## src/htfc_pkg.sv

```systemverilog
// ----------------------------------------------------------------------------
// htfc_pkg - shared types and constants of the sensor frame checker
// Frame layout, CRC-16 constants and byte fold, configuration indexes, status codes and the result record.
// ----------------------------------------------------------------------------
package htfc_pkg;

  // Frame layout
  localparam int unsigned PosW = 3;
  localparam logic [PosW-1:0] PosFunc     = 3'd0;
  localparam logic [PosW-1:0] PosCount    = 3'd1;
  localparam logic [PosW-1:0] PosHumHi    = 3'd2;
  localparam logic [PosW-1:0] PosHumLo    = 3'd3;
  localparam logic [PosW-1:0] PosTempHi   = 3'd4;
  localparam logic [PosW-1:0] PosTempLo   = 3'd5;
  localparam logic [PosW-1:0] PosCrcLo    = 3'd6;
  localparam logic [PosW-1:0] PosCrcHi    = 3'd7;

  // CRC-16, reflected
  localparam logic [15:0] CrcInit = 16'hFFFF;
  localparam logic [15:0] CrcPoly = 16'hA001;

  // Configuration register indexes and reset values
  localparam int unsigned CfgIdxW = 2;
  localparam logic [CfgIdxW-1:0] CfgFuncCode = 2'd0;
  localparam logic [CfgIdxW-1:0] CfgRegCount = 2'd1;
  localparam logic [7:0] FuncCodeReset = 8'h03;
  localparam logic [7:0] RegCountReset = 8'h04;

  typedef enum logic [1:0] {
    STATUS_OK         = 2'd0,
    STATUS_HEADER_BAD = 2'd1,
    STATUS_CRC_BAD    = 2'd2
  } status_e;

  typedef struct packed {
    status_e            status;
    logic        [15:0] humidity;
    logic signed [15:0] temperature;
  } result_t;

  // Fold one byte into the running CRC, LSB first
  function automatic logic [15:0] crc_byte(input logic [15:0] crc, input logic [7:0] b);
    logic [15:0] c;
    c = crc ^ {8'h00, b};
    for (int k = 0; k < 8; k++) begin
      if (c[0]) begin
        c = (c >> 1) ^ CrcPoly;
      end else begin
        c = c >> 1;
      end
    end
    return c;
  endfunction

endpackage

```

## src/htfc_frame_core.sv

```systemverilog
// ----------------------------------------------------------------------------
// htfc_frame_core - byte position tracking, CRC and field decode
// Holds the per-frame state and forms the result on the last frame byte.
// ----------------------------------------------------------------------------
module htfc_frame_core (
  input  logic                  clk_i,
  input  logic                  rst_ni,
  input  logic                  accept_i,
  input  logic [7:0]            rx_byte_i,
  input  logic                  frame_start_i,
  input  logic [7:0]            exp_func_i,
  input  logic [7:0]            exp_count_i,
  output logic                  res_valid_o,
  output htfc_pkg::result_t     res_o
);

  logic [htfc_pkg::PosW-1:0] pos_q, pos_d, pos_eff;
  logic [15:0]               crc_q, crc_d, crc_base;
  logic                      hdr_bad_q, hdr_bad_d, hdr_base;
  logic [15:0]               hum_q, hum_d;
  logic [15:0]               temp_q, temp_d;
  logic [7:0]                crc_lo_q, crc_lo_d;
  logic [15:0]               received;
  logic [14:0]               mag;

  // Restart position, CRC and header flag on a start flag
  always_comb begin
    pos_eff  = frame_start_i ? htfc_pkg::PosFunc : pos_q;
    crc_base = frame_start_i ? htfc_pkg::CrcInit : crc_q;
    hdr_base = frame_start_i ? 1'b0 : hdr_bad_q;
  end

  // Next state and result for the accepted item
  always_comb begin
    pos_d       = pos_q;
    crc_d       = crc_q;
    hdr_bad_d   = hdr_bad_q;
    hum_d       = hum_q;
    temp_d      = temp_q;
    crc_lo_d    = crc_lo_q;
    res_valid_o = 1'b0;
    received    = {rx_byte_i, crc_lo_q};
    mag         = temp_q[14:0];

    res_o.status      = htfc_pkg::STATUS_OK;
    res_o.humidity    = hum_q;
    res_o.temperature = temp_q[15] ? $signed(16'h0000 - {1'b0, mag})
                                   : $signed({1'b0, mag});
    if (hdr_base) begin
      res_o.status = htfc_pkg::STATUS_HEADER_BAD;
    end else if (received != crc_base) begin
      res_o.status = htfc_pkg::STATUS_CRC_BAD;
    end
    if (res_o.status != htfc_pkg::STATUS_OK) begin
      res_o.humidity    = 16'h0000;
      res_o.temperature = 16'sh0000;
    end

    if (accept_i) begin
      crc_d     = (pos_eff < htfc_pkg::PosCrcLo) ? htfc_pkg::crc_byte(crc_base, rx_byte_i)
                                                 : crc_base;
      hdr_bad_d = hdr_base;
      pos_d     = pos_eff + 3'd1;
      case (pos_eff)
        htfc_pkg::PosFunc:   hdr_bad_d = hdr_base | (rx_byte_i != exp_func_i);
        htfc_pkg::PosCount:  hdr_bad_d = hdr_base | (rx_byte_i != exp_count_i);
        htfc_pkg::PosHumHi:  hum_d[15:8]  = rx_byte_i;
        htfc_pkg::PosHumLo:  hum_d[7:0]   = rx_byte_i;
        htfc_pkg::PosTempHi: temp_d[15:8] = rx_byte_i;
        htfc_pkg::PosTempLo: temp_d[7:0]  = rx_byte_i;
        htfc_pkg::PosCrcLo:  crc_lo_d     = rx_byte_i;
        htfc_pkg::PosCrcHi: begin
          res_valid_o = 1'b1;
          pos_d       = htfc_pkg::PosFunc;
          crc_d       = htfc_pkg::CrcInit;
          hdr_bad_d   = 1'b0;
        end
        default: ;
      endcase
    end
  end

  // Hold frame state
  always_ff @(posedge clk_i or negedge rst_ni) begin
    if (!rst_ni) begin
      pos_q     <= htfc_pkg::PosFunc;
      crc_q     <= htfc_pkg::CrcInit;
      hdr_bad_q <= 1'b0;
      hum_q     <= 16'h0000;
      temp_q    <= 16'h0000;
      crc_lo_q  <= 8'h00;
    end else begin
      pos_q     <= pos_d;
      crc_q     <= crc_d;
      hdr_bad_q <= hdr_bad_d;
      hum_q     <= hum_d;
      temp_q    <= temp_d;
      crc_lo_q  <= crc_lo_d;
    end
  end

endmodule

```

## config.mk

```make
export PLATFORM = sky130hd
export DESIGN_NAME = htfc_frame_core
export DESIGN_NICKNAME = d
export VERILOG_FILES = /design/src/htfc_pkg.sv /design/src/htfc_frame_core.sv
export SDC_FILE = /design/constraint.sdc
export NUM_CORES = 1
export LEC_CHECK = 0
export BUFFER_PORTS_ARGS = -buffer_cell sky130_fd_sc_hd__buf_2
export CAP_MARGIN = 10
export CORE_MARGIN = 1
export CORE_UTILIZATION = 45
export DETAILED_ROUTE_END_ITERATION = 7
export PLACE_DENSITY = 0.71
export SYNTH_ARGS = -nofsm -noshare
export SYNTH_HDL_FRONTEND = slang
export SYNTH_SLANG_ARGS = --single-unit
export TNS_END_PERCENT = 30
```

## constraint.sdc

```tcl
create_clock -name clk_i -period 2.85 [get_ports clk_i]
set_input_delay 0.7125 -clock clk_i [delete_from_list [all_inputs] [get_ports clk_i]]
set_output_delay 0.7125 -clock clk_i [all_outputs]
set_load 0.01 [all_outputs]
```

# == Word level (Yosys, flattened, before mapping) ==
# Cells that the tools add are included.
# totals
out_inout_bits,35
input_bits,28
latchBits,0
mem_bits_ro,0
word_cells,67
mem_count,0
ram_bits,0
register_bits,60
# op_classes
reduce_logical,7
n_bitwise,11
order_cmp,1
n_div,0
mul,0
n_mux,28
n_shift,0
n_eq_ne,10
add_sub_neg,2
# ops
op,count
16-bit two-way mux,19
32-bit two-way mux,1
2-bit inverter with 3-bit output,8
16-bit != test,1
8-bit != test,2
"1-bit by 15-bit subtractor with 16-bit output, first input constant",1
16-bit by 8-bit XOR with 16-bit output,1
"3-bit == test, second input constant",4
2-bit AND reduction,5
"3-bit by 2-bit == test with 1-bit output, second input constant",2
3-bit two-way mux,2
2-bit two-way mux,2
"3-bit by 1-bit adder with 3-bit output, second input constant",1
"3-bit by 1-bit == test with 1-bit output, second input constant",1
3-bit zero test,1
"3-bit less-than comparator, second input constant",1
1-bit two-way mux,3
1-bit case mux with 3 select lines,1
1-bit bitwise OR,2
2-bit nonzero test,1

# == Logic depth before layout (Yosys ltp) ==
# Gate-level depths: netlist of run 1.
# logic_depth
ltp_word,27
ltp_mapped,12
depth_no_buf,9

# == Worst setup path before layout of run 1 ==
# No wires, ideal clock.
# synth_path
kind,input port to output port
startpoint,input port frame_start_i
endpoint,output port res_valid_o
stages,9
path_buffers,4
required_ns,2.138
path_slack_ns,-0.171
t_arrival_ns,2.308
cell_sequence,buf_4 > clkbuf_1 > clkbuf_1 > nand2b_1 > inv_1 > ha_1 > ha_1 > clkbuf_1 > and2_1
# synth_via
elab_chain_cells,4
# synth_rtl
element,line,source
from (decl),htfc_frame_core.sv:10,"input logic frame_start_i,"
3-bit two-way mux,htfc_frame_core.sv:28,pos_eff = frame_start_i ? htfc_pkg::PosFunc : pos_q;
3-bit == test,htfc_frame_core.sv:64,case (pos_eff)
1-bit two-way mux,htfc_frame_core.sv:64,
1-bit two-way mux,htfc_frame_core.sv:59,if (accept_i) begin
to (decl),htfc_frame_core.sv:13,"output logic res_valid_o,"
# Every way passes these cells.

==> flow_metrics.tcl, run 1 <==
set metrics [dict create \
    drt_iter0_drc 140 \
    initial_utilization 0.4640 \
    final_common_cell "buf_2" \
    grt_first_pass_wirelength_mm 15.44 \
    viasPerCell 5.454 \
    cap_violations 0 \
    synth_compound_area_frac 0.1274 \
    cts_tree "built" \
    finalMaxSlewViolations 0 \
    diodes 0 \
    instances_no_fill 595 \
    numCtsBuffers 9 \
    cts.sinks 60 \
    htree_levels 3 \
    stdcell_area_um2 4915 \
    wl_per_cell_um 16.47 \
    synth.avg_cell_area_um2 10.04 \
    dp_hpwl_mm 6.991 \
    syn_area_um2 4046 \
    yosysWarningCount 0 \
    period_needed_ns 3.139 \
    timing.final.ws_setup_ns -0.2886 \
    critical_path_class "in -> out" \
    tightest_slew_ns 0.4945 \
    finClkSkew_ns 0.007353 \
    core_um2 8721 \
    die_height_um 96.83 \
    total_leakage_power_nw 2.397 \
    syn-num-nets 438 \
    finalHoldViolations 0 \
    ys_ff_latch 60 \
    synthMuxAreaShare 0.1364 \
    port_buffers 62 \
    slew_headroom 0.6694 \
    hold_buffers 0 \
    drt-total-wl_mm 9.800 \
    end_kind "output pin" \
    drive_above_1_share 0.3860 \
    layout_common_cells "buf_2 (62), dfrtp_1 (44), mux2_2 (41)" \
    start_kind "input port" \
    place.gp.congestion 0.8415 \
    period_share 1.101 \
    cp_data_required_time_ns 2.14 \
    vdd_drop_max_uv 488.2 \
    root_buffer "clkbuf_8" \
    violations "setup timing" \
    hp-class "in -> async" \
    cp_max_fo 22 \
    netlist_instances 403 \
    grt_pass1_vias 3156 \
    setup_viol 33 \
    finalNetCount 517 \
    max_freq_ghz 0.3186 \
    rsz0062_at_grt "true" \
    worst_ep_arrival_time_ns 2.43 \
    drc_errors 0 \
    antenna_found_initial 0 \
    io_pins 63 \
    fin_setup_tns_ns -8.806 \
    synth_cell_types 46 \
    clockBufferDepth 2 \
    dr.pass1.iters 4 \
    clock_latency_ns 0.35 \
    synthSimpleGateAreaFrac 0.1466 \
    synth_xor_area_frac 0.1361 \
    grt_max_degree 44 \
    dp_cells 572 \
    power.density_nw_per_um2 818.5 \
    yosysSeqAreaShare 0.3760 \
    die_x_um 96.83 \
    synth_fa_ha_area_frac 0.02165 \
    async_reset_ff_frac 1.000 \
    route.vias.total 3245 \
    dpl_cell_area_um2 4603 \
    status "finished with violations" \
    synth_top_family_by_area "simple AND/OR/NAND/NOR gates" \
    synth_edf_count 0 \
    final_util 0.5636 \
    rows 34 \
    ant_nets 0 \
    area_growth_pct 21.46 \
    clkTransAtPathRegs_ns 0.07 \
    grt_overflow 0 \
    grtUsageTotal 0.2062 \
    dieArea_um2 9375 \
    synth_ff_type "dfrtp_1" \
]
-- cell usage after synthesis (5+ instances only) --
cell / number / area (um^2)
nand3_1: 7 / 35.03
a21oi_1: 17 / 85.08
xnor2_1: 40 / 350.3
nand2_1: 18 / 67.56
o32a_1: 5 / 50.05
clkbuf_1: 20 / 75.07
dfrtp_1: 44 / 1101
ha_1: 7 / 87.58
xor2_1: 21 / 183.9
and3_1: 33 / 206.5
dfstp_2: 16 / 420.4
buf_6: 5 / 56.30
buf_2: 10 / 50.05
nor2_1: 21 / 78.83
o22ai_1: 6 / 37.54
o21ai_0: 5 / 25.02
mux2i_1: 9 / 90.09
nor3_1: 8 / 40.04
o22a_1: 20 / 175.2
inv_1: 7 / 26.28
mux2_2: 41 / 461.7
-- cell type report --
cell class	count	area, um^2
inverters	8	30.03
repair buffers	105	709.4
multi-input cells	298	2321
well taps	108	135.1
clock inverters	7	73.82
clock buffers	9	123.9
flip-flops and latches	60	1521
fillers	757	3806
-- path summary, 6_finish.rpt --
path / startpoint / end / slack [ns] / cells after the start
min in group clk_i: pos_q[0]$_DFFE_PN0P_ / pos_q[0]$_DFFE_PN0P_ / 0.47 / 1
max in group asynchronous: rst_ni / crc_q[14]$_DFFE_PN1P_ / 1.92 / 2
worst min register to register: pos_q[0]$_DFFE_PN0P_ / pos_q[0]$_DFFE_PN0P_ / 0.47 / 1
worst max-delay path: frame_start_i / res_o[21] / -0.29 / 11
worst min-delay path: rst_ni / crc_lo_q[4]$_DFFE_PN0P_ / 0.30 / 1
worst max register to register: pos_q[0]$_DFFE_PN0P_ / hdr_bad_q$_DFFE_PN0P_ / 0.57 / 9
-- metrics by stage --
stage               worst slack [ns]  hold slack [ns]  power, mW
floorplan                  -0.003958           0.4169      2.838
global placement             -0.1531           0.4523      3.154
detailed placement           -0.2030           0.4625      3.231
CTS                          -0.2927           0.3038      4.004
global route                 -0.4348           0.3297      4.298
finish                       -0.2886           0.3017      4.023
-- power by group --
| group | internal, mW | leakage [nW] | switching (mW) |
|---|---|---|---|
| Clock | 0.407 | 0.100 | 0.359 |
| Sequential | 1.25 | 0.723 | 0.368 |
| Combinational | 0.908 | 1.57 | 0.726 |
-- routing by layer --
| layer | track usage | routed length (um) |
|---|---|---|
| met1 | 0.2550 | 4353 |
| met2 | 0.3581 | 4844 |
| met3 | 0.03829 | 411 |
| met4 | 0.07348 | 191 |
| met5 | 0 | 0 |
-- worst max-delay path, cell delays in order --
cell	delay, ns
buf_2	0.11
buf_12	0.15
buf_4	0.16
a21oi_1	0.06
o22ai_2	0.18
nand3_2	0.13
nor4_4	0.30
buf_6	0.17
clkbuf_16	0.16
and3_1	0.15
buf_2	0.12
-- kinds of logic (layout without fill, tap and decap cells) --
kind of cell | Yosys count | after routing
adder cells (fa/ha/maj) | 7 | 7
XOR/XNOR | 62 | 62
AO/OA/AOI/OAI | 70 | 70
AND/OR/NAND/NOR | 109 | 109
buffers and inverters | 45 | 129
flip-flops | 60 | 60
multiplexers | 50 | 50
-- what timing repair did --
item | in CTS | in global routing
hold endpoints to repair | 0 | 0
pin swaps | 1 | 2
buffers inserted | 0 | 5
gates resized for setup | 0 | 5
cloned | 0 | 2
setup endpoints to repair | 33 | 33
-- sequential cells by signal (all words and copies together), names as in the netlist --
name / flops
crc_lo_q: 8
temp_q: 16
pos_q: 3
hdr_bad_q: 1
crc_q: 16
hum_q: 16
No activity file was read; power rests on OpenSTA's default activity.
==> run 2: changes to the inputs <==
PLACE_DENSITY = 0.75   (was 0.71)
==> run 2 against run 1 <==
Against the previous run: clock power is 25% higher; largest power group unchanged; sequential power hardly changed; largest cell class unchanged; core utilization hardly changed; the flow still finishes with violations (setup timing).
==> flow_metrics.tcl, run 2 (synthesized netlist as in run 1, its figures left out) <==
set metrics [dict create \
    viasPerCell 5.629 \
    place.gp.congestion 0.8673 \
    vdd_drop_max_uv 486.4 \
    worstPathCellList "xor2_1 -> nor3_1 -> a21oi_1 -> o22ai_1 -> nand3_1 -> nor4_4 -> buf_4 -> clkbuf_16 -> and3_4 -> buf_6" \
    htree_levels 3 \
    finalNetCount 512 \
    root_buffer "clkbuf_8" \
    timing.rr.end "hdr_bad_q$_DFFE_PN0P_" \
    clock_latency_ns 0.35 \
    drive_above_1_share 0.3838 \
    io_pins 63 \
    tightest_slew_ns 0.6963 \
    core_um2 8721 \
    period_share 1.080 \
    cap_violations 0 \
    slew_headroom 0.5358 \
    rrSetupSlack_ns 0.63 \
    status "finished with violations" \
    route.vias.total 3321 \
    hp-class "in -> async" \
    timing.final.ws_setup_ns -0.2283 \
    cp_data_required_time_ns 2.14 \
    max_freq_ghz 0.3249 \
    dieArea_um2 9375 \
    wl_per_cell_um 17.01 \
    period_needed_ns 3.078 \
    dp_hpwl_mm 7.039 \
    port_buffers 62 \
    hold_buffers 0 \
    finalHoldViolations 0 \
    power.density_nw_per_um2 859.6 \
    post-place-ws_ns -0.2333 \
    rsz0062_at_grt "true" \
    reg2reg_from "pos_q[2]$_DFFE_PN0P_" \
    layout_common_cells "buf_2 (60), dfrtp_1 (44), mux2_2 (41)" \
    fillers 741 \
    slowest_delay_ns 0.55 \
    dpl_cell_area_um2 4576 \
    largestRegisters "crc_q x16, hum_q x16, temp_q x16" \
    grt_first_pass_wirelength_mm 16.10 \
    instances_no_fill 590 \
    start_kind "flop" \
    end_kind "output pin" \
    grt_overflow 0 \
    area_growth_pct 21.40 \
    dr.pass1.iters 4 \
    die_x_um 96.83 \
    worstRegToRegCells 7 \
    ant_nets 0 \
    drc_errors 0 \
    grt_pass1_vias 3241 \
    numCtsBuffers 9 \
    total_leakage_power_nw 2.380 \
    critical_path_class "reg -> out" \
    antenna_found_initial 0 \
    cts.sinks 60 \
    clkTransAtPathRegs_ns 0.07 \
    drt-total-wl_mm 10.03 \
    clockBufferDepth 2 \
    stdcell_area_um2 4912 \
    multi_input_area_um2 2327 \
    fin_setup_tns_ns -6.936 \
    drt_iter0_drc 142 \
    die_height_um 96.83 \
    cts_tree "built" \
    cp_max_fo 16 \
    diodes 0 \
    final_common_cell "buf_2" \
    rows 34 \
    finClkSkew_ns 0.004463 \
    worst_ep_arrival_time_ns 2.37 \
    initial_utilization 0.4640 \
    crit_slowest_cell "dfstp_2" \
    violations "setup timing" \
    finalMaxSlewViolations 0 \
    grtUsageTotal 0.2160 \
    regArea_um2 1521 \
    dp_cells 570 \
    grt_max_degree 34 \
    setup_viol 33 \
]
[run 2: area by class of cell]
cell class | count | share of cell area
multi-input combinational | 298 | 0.4738
sequential | 60 | 0.3097
timing repair buffer | 100 | 0.1325
tap | 108 | 0.02751
clock buffer | 9 | 0.02522
clock inverter | 7 | 0.02522
inverter | 8 | 0.006113
[run 2: how the worst max path moves through the flow]
| stage | slack, ns | depth (start not counted) | end | from |
|---|---|---|---|---|
| floorplan | -0.004 | 8 | res_o[17] | rx_byte_i[1] |
| detailed placement | -0.23 | 10 | res_o[28] | frame_start_i |
| CTS | -0.22 | 9 | res_o[28] | crc_q[2]$_DFFE_PN1P_ |
| global placement | -0.18 | 10 | res_o[8] | frame_start_i |
| finish | -0.23 | 10 | res_o[15] | crc_q[0]$_DFFE_PN1P_ |
| global route | -0.36 | 10 | res_o[25] | crc_q[0]$_DFFE_PN1P_ |
[run 2: repair_timing]
item | 4_1_cts | 5_1_grt
setup endpoints to repair | 33 | 33
gates cloned | 0 | 1
pin swaps | 2 | 2
resized for setup | 4 | 5
setup buffers | 1 | 2
[run 2: per-layer routing]
layer,share of wire,global-route usage
met5,0,0
met1,0.43,0.2643
met4,0.020,0.07692
met2,0.51,0.3694
met3,0.047,0.05202
[run 2: critical path: cells and delay by family (launching register included)]
family	cells	cell delay (ns)
AOI/OAI and AO/OA	2	0.23
buffers and inverters	3	0.43
and+or+nand+nor	4	0.74
DFF	1	0.55
xor gates and xnor gates	1	0.07
[run 2: where the power goes]
group	total [mW]	internal, mW	leakage [nW]	switching, mW
clock network	0.955	0.586	0.120	0.369
registers	1.62	1.26	0.723	0.369
logic	1.64	0.900	1.54	0.742
total	4.22	2.74	2.38	1.48
[run 2: through the flow]
| stage | utilization | hold slack (ns) | power [mW] |
|---|---|---|---|
| 2_1_floorplan | - | 0.4169 | 2.838 |
| 3_3_place_gp | 0.5247 | 0.4539 | 3.149 |
| 3_5_place_dp | 0.5247 | 0.4598 | 3.227 |
| 4_1_cts | 0.5558 | 0.4110 | 4.220 |
| 5_1_grt | 0.5633 | 0.4451 | 4.503 |
| 6_report | 0.5633 | 0.4095 | 4.222 |
